<file path="config.mk">
export PLATFORM = sky130hd
export DESIGN_NAME = nqueens_solution_enumerator_top
export DESIGN_NICKNAME = d
export VERILOG_FILES = /design/src/design/nqse_pkg.sv /design/src/design/nqse_ctrl.sv /design/src/design/nqse_dp.sv /design/src/design/nqueens_solution_enumerator_top.sv
export VERILOG_INCLUDE_DIRS = /design/src /design/src/design
export SDC_FILE = /design/constraint.sdc
export NUM_CORES = 1
export LEC_CHECK = 0
export ABC_AREA = 1
export BUFFER_PORTS_ARGS = -buffer_cell sky130_fd_sc_hd__buf_2
export CORE_AREA = 2 2 126 128
export CTS_BUF_LIST = sky130_fd_sc_hd__clkbuf_16
export CTS_CLUSTER_SIZE = 16
export DETAILED_ROUTE_END_ITERATION = 7
export DIE_AREA = 0 0 128 130
export GPL_ROUTABILITY_DRIVEN = 1
export GPL_TIMING_DRIVEN = 0
export PLACE_DENSITY = 0.79
export SLEW_MARGIN = 20
export SYNTH_ARGS = -nofsm -noshare
export SYNTH_HDL_FRONTEND = slang
export SYNTH_SLANG_ARGS = --single-unit
</file>
<file path="constraint.sdc">
create_clock -name aclk -period 5.7 [get_ports aclk]
set_clock_uncertainty 0.05 [all_clocks]
set_input_delay 0.855 -clock aclk [delete_from_list [all_inputs] [get_ports aclk]]
set_output_delay 0.855 -clock aclk [all_outputs]
set_load 0.02 [all_outputs]
</file>
<file path="src/design/nqueens_solution_enumerator_top_assert.svh">
`ifndef NQUEENS_SOLUTION_ENUMERATOR_TOP_ASSERT_SVH
`define NQUEENS_SOLUTION_ENUMERATOR_TOP_ASSERT_SVH

// same-cycle implication, checked out of reset
`define NQSE_ASSERT_IMP(label, clk, rstn, ante, cons) \
    label: assert property (@(posedge clk) disable iff (!rstn) (ante) |-> (cons)) \
        else $error("nqse: implication check failed");

// next-cycle implication, checked out of reset
`define NQSE_ASSERT_NXT(label, clk, rstn, ante, cons) \
    label: assert property (@(posedge clk) disable iff (!rstn) (ante) |=> (cons)) \
        else $error("nqse: next-cycle check failed");

`endif

</file>
<file path="src/design/nqse_pkg.sv">
`timescale 1ns / 1ps
package nqse_pkg;

    localparam int MAX_BOARD = 8;
    localparam int ROW_W     = 3;
    localparam int LVL_W     = 4;
    localparam int BS_W      = 4;
    localparam int DIAG_W    = 2 * MAX_BOARD - 1;
    localparam int DIDX_W    = $clog2(DIAG_W);
    localparam int QR_W      = ROW_W * MAX_BOARD;
    localparam int CNT_W     = 12;

    localparam logic [BS_W-1:0]  BS_RESET = BS_W'(8);
    localparam logic [CNT_W-1:0] CNT_MAX  = {CNT_W{1'b1}};

    typedef struct packed {
        logic clear;
        logic lift;
        logic step;
        logic load;
    } dp_cmd_t;

    typedef struct packed {
        logic done;
        logic lvl_gt_n;
        logic lvl_eq_n;
        logic finish;
    } dp_stat_t;

endpackage

</file>
<file path="src/design/nqse_ctrl.sv">
`timescale 1ns / 1ps
module nqse_ctrl import nqse_pkg::*; (
    input  logic     aclk,
    input  logic     aresetn,
    input  logic     s_valid,
    output logic     s_ready,
    input  logic     s_restart,
    output logic     m_valid,
    input  logic     m_ready,
    output dp_cmd_t  cmd,
    input  dp_stat_t stat
);

    localparam logic [2:0] ST_IDLE = 3'd0;
    localparam logic [2:0] ST_PREP = 3'd1;
    localparam logic [2:0] ST_RUN  = 3'd2;
    localparam logic [2:0] ST_LOAD = 3'd3;
    localparam logic [2:0] ST_EMIT = 3'd4;

    logic [2:0] state_reg;
    logic [2:0] state_next;

    always_comb begin
        state_next = state_reg;
        cmd        = '0;
        s_ready    = 1'b0;
        m_valid    = 1'b0;
        case (state_reg)
            ST_IDLE: begin
                s_ready = 1'b1;
                if (s_valid) begin
                    cmd.clear  = s_restart;
                    state_next = ST_PREP;
                end
            end
            ST_PREP: begin
                if (stat.done) begin
                    state_next = ST_LOAD;
                end else if (stat.lvl_gt_n) begin
                    cmd.clear  = 1'b1;
                    state_next = ST_RUN;
                end else begin
                    cmd.lift   = stat.lvl_eq_n;
                    state_next = ST_RUN;
                end
            end
            ST_RUN: begin
                cmd.step = 1'b1;
                if (stat.finish) begin
                    state_next = ST_LOAD;
                end
            end
            ST_LOAD: begin
                cmd.load   = 1'b1;
                state_next = ST_EMIT;
            end
            ST_EMIT: begin
                m_valid = 1'b1;
                if (m_ready) begin
                    state_next = ST_IDLE;
                end
            end
            default: begin
                state_next = ST_IDLE;
            end
        endcase
    end

    always_ff @(posedge aclk) begin
        if (!aresetn) begin
            state_reg <= ST_IDLE;
        end else begin
            state_reg <= state_next;
        end
    end

endmodule

</file>
<file path="src/design/nqse_dp.sv">
`timescale 1ns / 1ps
module nqse_dp import nqse_pkg::*; (
    input  logic             aclk,
    input  logic             aresetn,
    input  logic             cfg_we,
    input  logic [BS_W-1:0]  cfg_board_size,
    input  dp_cmd_t          cmd,
    output dp_stat_t         stat,
    output logic [QR_W-1:0]  queen_rows,
    output logic             found,
    output logic [CNT_W-1:0] solution_number
);

    logic [BS_W-1:0]      bs_reg;
    logic [ROW_W-1:0]     placed_reg [MAX_BOARD];
    logic [MAX_BOARD-1:0] row_taken_reg;
    logic [DIAG_W-1:0]    rise_reg;
    logic [DIAG_W-1:0]    fall_reg;
    logic [LVL_W-1:0]     level_reg;
    logic [LVL_W-1:0]     try_reg;
    logic                 done_reg;
    logic [CNT_W-1:0]     count_reg;
    logic [QR_W-1:0]      rows_reg;
    logic                 found_reg;
    logic [CNT_W-1:0]     num_reg;

    logic [LVL_W-1:0]     n;
    logic [ROW_W-1:0]     row;
    logic [ROW_W-1:0]     col;
    logic [DIDX_W-1:0]    rise_idx;
    logic [DIDX_W-1:0]    fall_idx;
    logic [MAX_BOARD-1:0] rb;
    logic [DIAG_W-1:0]    db;
    logic [DIAG_W-1:0]    fb;
    logic                 free;
    logic                 try_lt_n;
    logic [LVL_W-1:0]     level_inc;
    logic [LVL_W-1:0]     lcol;
    logic [ROW_W-1:0]     lrow;
    logic [DIDX_W-1:0]    lrise_idx;
    logic [DIDX_W-1:0]    lfall_idx;
    logic                 do_lift;
    logic [QR_W-1:0]      packed_rows;
    logic [CNT_W-1:0]     count_inc;

    // edge in use: zero means one, oversize saturates
    always_comb begin
        if (bs_reg == '0) begin
            n = LVL_W'(1);
        end else if (bs_reg > BS_W'(MAX_BOARD)) begin
            n = LVL_W'(MAX_BOARD);
        end else begin
            n = bs_reg;
        end
    end

    // trial square
    assign row       = try_reg[ROW_W-1:0];
    assign col       = level_reg[ROW_W-1:0];
    assign rise_idx  = DIDX_W'(row) + DIDX_W'(col);
    assign fall_idx  = DIDX_W'(col) + DIDX_W'(MAX_BOARD - 1) - DIDX_W'(row);
    assign rb        = {{(MAX_BOARD-1){1'b0}}, 1'b1} << row;
    assign db        = {{(DIAG_W-1){1'b0}}, 1'b1} << rise_idx;
    assign fb        = {{(DIAG_W-1){1'b0}}, 1'b1} << fall_idx;
    assign free      = ((row_taken_reg & rb) == '0) && ((rise_reg & db) == '0)
                       && ((fall_reg & fb) == '0);
    assign try_lt_n  = try_reg < n;
    assign level_inc = level_reg + LVL_W'(1);

    // queen lifted from the last filled column
    assign lcol      = level_reg - LVL_W'(1);
    assign lrow      = placed_reg[lcol[ROW_W-1:0]];
    assign lrise_idx = DIDX_W'(lrow) + DIDX_W'(lcol[ROW_W-1:0]);
    assign lfall_idx = DIDX_W'(lcol[ROW_W-1:0]) + DIDX_W'(MAX_BOARD - 1) - DIDX_W'(lrow);
    assign do_lift   = cmd.lift || (cmd.step && !try_lt_n && level_reg != '0);

    assign stat.done     = done_reg;
    assign stat.lvl_gt_n = level_reg > n;
    assign stat.lvl_eq_n = level_reg == n;
    assign stat.finish   = try_lt_n ? (free && level_inc == n) : (level_reg == '0);

    always_comb begin
        packed_rows = '0;
        for (int c = 0; c < MAX_BOARD; c++) begin
            if (LVL_W'(c) < n) begin
                packed_rows[ROW_W*c +: ROW_W] = placed_reg[c];
            end
        end
    end

    assign count_inc = (count_reg == CNT_MAX) ? count_reg : count_reg + CNT_W'(1);

    always_ff @(posedge aclk) begin
        if (!aresetn) begin
            bs_reg <= BS_RESET;
        end else if (cfg_we) begin
            bs_reg <= cfg_board_size;
        end
    end

    always_ff @(posedge aclk) begin
        if (!aresetn || cfg_we || cmd.clear) begin
            for (int c = 0; c < MAX_BOARD; c++) begin
                placed_reg[c] <= '0;
            end
            row_taken_reg <= '0;
            rise_reg      <= '0;
            fall_reg      <= '0;
            level_reg     <= '0;
            try_reg       <= '0;
            done_reg      <= 1'b0;
            count_reg     <= '0;
        end else if (do_lift) begin
            row_taken_reg[lrow]  <= 1'b0;
            rise_reg[lrise_idx]  <= 1'b0;
            fall_reg[lfall_idx]  <= 1'b0;
            level_reg            <= lcol;
            try_reg              <= LVL_W'(lrow) + LVL_W'(1);
        end else if (cmd.step) begin
            if (try_lt_n && free) begin
                row_taken_reg   <= row_taken_reg | rb;
                rise_reg        <= rise_reg | db;
                fall_reg        <= fall_reg | fb;
                placed_reg[col] <= row;
                level_reg       <= level_inc;
                try_reg         <= '0;
            end else if (try_lt_n) begin
                try_reg <= try_reg + LVL_W'(1);
            end else begin
                done_reg <= 1'b1;
            end
        end else if (cmd.load && !done_reg) begin
            count_reg <= count_inc;
        end
    end

    always_ff @(posedge aclk) begin
        if (cmd.load) begin
            if (done_reg) begin
                rows_reg  <= '0;
                found_reg <= 1'b0;
                num_reg   <= count_reg;
            end else begin
                rows_reg  <= packed_rows;
                found_reg <= 1'b1;
                num_reg   <= count_inc;
            end
        end
    end

    assign queen_rows      = rows_reg;
    assign found           = found_reg;
    assign solution_number = num_reg;

endmodule

</file>
<file path="src/design/nqueens_solution_enumerator_top.sv">
`timescale 1ns / 1ps
// N-queens solution enumerator.
// Input channel s_*: one beat per request; s_restart = 1 clears the search
// and the solution count, 0 resumes after the last reported solution.
// Result channel m_*: one beat per request with m_queen_rows (3 bits per
// column, column 0 lowest), m_found, and the saturating m_solution_number.
// cfg_*: writes board_size (1..8; 0 acts as 1, above 8 acts as 8) and
// clears the search; taken at any time, meant to be used while idle.
// After a request beat the controller steps through set-up, the search
// loop, load and the result beat; the loop makes one placement trial or
// backtrack per cycle, and the backtrack off the last solution is taken
// in set-up. A request on an exhausted search goes from set-up straight
// to load. One request is in flight at a time; s_ready is low from
// acceptance until the result beat is taken.
// Reset: board_size = 8, search cleared, count zero.
// A stalled receiver holds the result in the output register; no new
// request is taken until that beat goes.
module nqueens_solution_enumerator_top import nqse_pkg::*; (
    input  logic             aclk,
    input  logic             aresetn,
    input  logic             cfg_valid,
    output logic             cfg_ready,
    input  logic [BS_W-1:0]  cfg_board_size,
    input  logic             s_valid,
    output logic             s_ready,
    input  logic             s_restart,
    output logic             m_valid,
    input  logic             m_ready,
    output logic [QR_W-1:0]  m_queen_rows,
    output logic             m_found,
    output logic [CNT_W-1:0] m_solution_number
);

    dp_cmd_t  cmd;
    dp_stat_t stat;

    assign cfg_ready = 1'b1;

    nqse_ctrl u_ctrl (
        .aclk      (aclk),
        .aresetn   (aresetn),
        .s_valid   (s_valid),
        .s_ready   (s_ready),
        .s_restart (s_restart),
        .m_valid   (m_valid),
        .m_ready   (m_ready),
        .cmd       (cmd),
        .stat      (stat)
    );

    nqse_dp u_dp (
        .aclk            (aclk),
        .aresetn         (aresetn),
        .cfg_we          (cfg_valid && cfg_ready),
        .cfg_board_size  (cfg_board_size),
        .cmd             (cmd),
        .stat            (stat),
        .queen_rows      (m_queen_rows),
        .found           (m_found),
        .solution_number (m_solution_number)
    );

`include "nqueens_solution_enumerator_top_assert.svh"

    `NQSE_ASSERT_IMP(a_one_in_flight, aclk, aresetn, m_valid, !s_ready)
    `NQSE_ASSERT_NXT(a_busy_after_beat, aclk, aresetn, s_valid && s_ready, !s_ready)
    `NQSE_ASSERT_IMP(a_exhausted_empty, aclk, aresetn, m_valid && !m_found,
        m_queen_rows == '0)
    `NQSE_ASSERT_IMP(a_found_counted, aclk, aresetn, m_valid && m_found,
        m_solution_number != '0)

endmodule

</file>
==> impl_metrics.ini <==
[detailed_routing]
drc = 8
vias = 7014
antenna_left = 0
wirelength_microns = 19500
drtIter0Drc = 723
vias_per_cell = 5.53
routedWlPerCell_microns = 15.4
drt_first_pass_iters = 8

[power_and_ir_drop]
p_leak_uw = 0.00350
pwr-share-clk = 0.382
irDropWorstVdd_v = 0.000255
internal_power_uw = 1820
power.density_nw_per_um2 = 319
comb_power_share = 0.245
swShare = 0.338
switching_power_uw = 931
power_frac_seq = 0.372

[place]
dp_hpwl_microns = 13900
place_area_sq_um = 8060
pre_cts_ws_ns = 1.11
io_buffer_count = 48
finalWeightedCongestion = 0.960

[global_routing]
grt_max_degree = 17
overflow = 0
antenna_found_initial = 0
grt_pass1_vias = 6513
grt_first_pass_wirelength_microns = 31700
grt_usage = 0.242

[synth]
yosysTopAreaCell = edfxtp_1
yosysSeqAreaShare = 0.418
yosysWarnings = 0
ys_ff_latch = 127
ys_top_cells_by_count = nand2_1, inv_1, nor2_1, a21oi_1, nand3_1
synth_top_family_by_area = simple AND/OR/NAND/NOR gates
ys_types = 43
avgSynthCellArea_sq_um = 7.60
ys.flop_type = dfxtp_1
synthAdderAreaFrac = 0.0603
synthMuxAreaShare = 0
yosysTopAreaCellShare = 0.243
syn_area_sq_um = 7550
ys_top_cells_by_area = edfxtp_1, dfxtp_1, nand2_1, inv_1, nor2_1
synth-edff-count = 61
syn_inst = 993
synthSimpleGateAreaFrac = 0.285
syn_nets = 1037
synth_xor_area_frac = 0.0209
async_flop_share = 0
post-synth-top-count-cell = nand2_1
synth_compound_gate_area_share = 0.114

[timing]
setup_viol = 0
relSlewSlack = 0.431
setup_tns_ns = 0
timing.fmax_mhz = 210
worst_slack_ns = 0.947
slew_violations = 0
min_period_over_period = 0.834
rsz0062_at_grt = false
worstMarginPinSlew_ns = 0.854
hold_viol_final = 0
post-route-min-period_ns = 4.75

[clock_network]
clkSlewWorstSetupHoldPaths_ns = 0.06
cts.sinks = 127
cts_root_buf = clkbuf_16
cts_htree_levels = 4
cts_tree = done
clk_latency_ns = 0.43
cts_hold_buf = 0
cts.path.max_buffers = 2
cts.repair.resized = 0
cts_buffers = 17
post_cts_buffers = 0

[worst_setup_path]
critPathSlowestCell = dfxtp_1
path_buf_inv = 6
cp.depth = 18
end_kind = flop
startpoint_type = flop
cp_data_required_time_ns = 5.94
cp_slowest_stage_delay_ns = 0.60
r2r_cells = 18
path_cells = inv_1, buf_2, ha_1, inv_1, a21oi_1, o21ai_0, nand2_1, inv_1, o21ai_1, inv_1, ha_1, a21o_1, a31oi_1, inv_1, nor2_1, nand3_1, o21ai_0, a21oi_1
arrival_ns = 4.99
crit_top_cell = inv_1
crit_type = flop to flop
critPathMaxFanout = 14
critPathTopFamily = compound AO/OA/AOI/OAI gates

[floorplan]
ioPinCount = 50
initial_core_util = 0.489
coreArea_sq_um = 15400
die_h_microns = 130
die_w_microns = 128
rows = 46
dieArea_sq_um = 16600

[finish]
final_nets = 1107
syn_to_final_growth_pct = 14.3
drive_above_1_share = 0.135
diodes = 0
n_fill_cell = 1370
design_area_sq_um = 8630

[hold_path]
worstHoldPathType = flop to flop
whs_path_depth = 2

[flow_run]
maxCapViolCount = 0

[run_status]
run_status = finished with violations
violations = design-rule violations
==> power by group through the flow <==
stage	sequential (uW)	clock, uW	combinational, uW
6_report	1030	1050	676
5_1_grt	1030	1100	738
4_1_cts	1020	1060	655
3_5_place_dp	1040	0	648
3_3_place_gp	1040	0	631
2_1_floorplan	1050	0	459
==> per-layer routing <==
metal / vias up / track usage / part of all wire
li1: 3428 / - / -
met1: 3177 / 0.297 / 0.41
met2: 353 / 0.405 / 0.47
met3: 56 / 0.0533 / 0.085
met4: 0 / 0.123 / 0.037
met5: - / 0 / 0
==> stage by stage <==
stage / power (uW) / utilization / hold WS [ns] / cells
4_1_cts: 2740 / 0.560 / 0.398 / 1268
5_1_grt: 2870 / 0.560 / 0.416 / 1268
3_5_place_dp: 1690 / 0.522 / 0.389 / 1236
2_1_floorplan: 1510 / - / 0.375 / 993
6_report: 2750 / 0.560 / 0.393 / 1268
3_3_place_gp: 1680 / 0.521 / 0.383 / 1233
==> path summary, 6_finish.rpt <==
check             slack [ns]                     to                  start
hold / removal          0.39  u_dp.row_taken_reg[0]  u_dp.row_taken_reg[0]
setup / recovery        0.95       u_dp.fall_reg[7]      u_dp.level_reg[0]
setup reg to reg        0.95       u_dp.fall_reg[7]      u_dp.level_reg[0]
hold reg to reg         0.39  u_dp.row_taken_reg[0]  u_dp.row_taken_reg[0]
==> layout by cell type, fill, tap and decap left out, types with 3 or more instances in the layout <==
master	netlist	routed
clkinv_1	4	4
a211oi_1	3	3
clkinvlp_4	0	4
inv_2	4	4
nand3_1	77	77
clkinv_2	0	3
xor2_1	14	14
o21ai_0	72	72
nor2_2	6	6
buf_4	2	5
buf_2	8	56
clkbuf_1	19	19
buf_6	6	6
nor3_2	20	21
nand2_2	8	8
nor3_1	27	26
o21ai_1	3	3
dfxtp_1	66	66
inv_1	139	141
fa_1	4	4
edfxtp_1	61	61
clkbuf_16	0	17
a21oi_1	81	81
nor2_1	114	114
xnor2_1	4	4
ha_1	30	30
nand2_1	165	165
nand4_1	35	35
==> cells by family after synthesis <==
logic type | Yosys count
adders and majority gates | 34
xor gates and xnor gates | 18
DFF | 127
buffers and inverters | 186
AOI/OAI and AO/OA | 167
other | 1
and+or+nand+nor | 460
==> area by class of cell <==
cell class / count / area, sq um / area share
flip-flops and latches: 127 / 3150 / 0.365
inverters: 148 / 558 / 0.0647
plain buffers: 38 / 206 / 0.0239
repair buffers: 51 / 263 / 0.0304
well taps: 192 / 240 / 0.0278
clock inverters: 15 / 148 / 0.0171
multi-input cells: 680 / 3640 / 0.421
clock buffers: 17 / 425 / 0.0493
==> worst register-to-register path: stages (launching register included) <==
cell and delay, ns:
dfxtp_1 0.60, inv_1 0.20, buf_2 0.28, ha_1 0.48, inv_1 0.24, a21oi_1 0.18, o21ai_0 0.12, nand2_1 0.09
inv_1 0.04, o21ai_1 0.60, inv_1 0.22, ha_1 0.24, a21o_1 0.15, a31oi_1 0.33, inv_1 0.13, nor2_1 0.26
nand3_1 0.13, o21ai_0 0.20, a21oi_1 0.09
No activity file was read; power rests on OpenSTA's default activity.
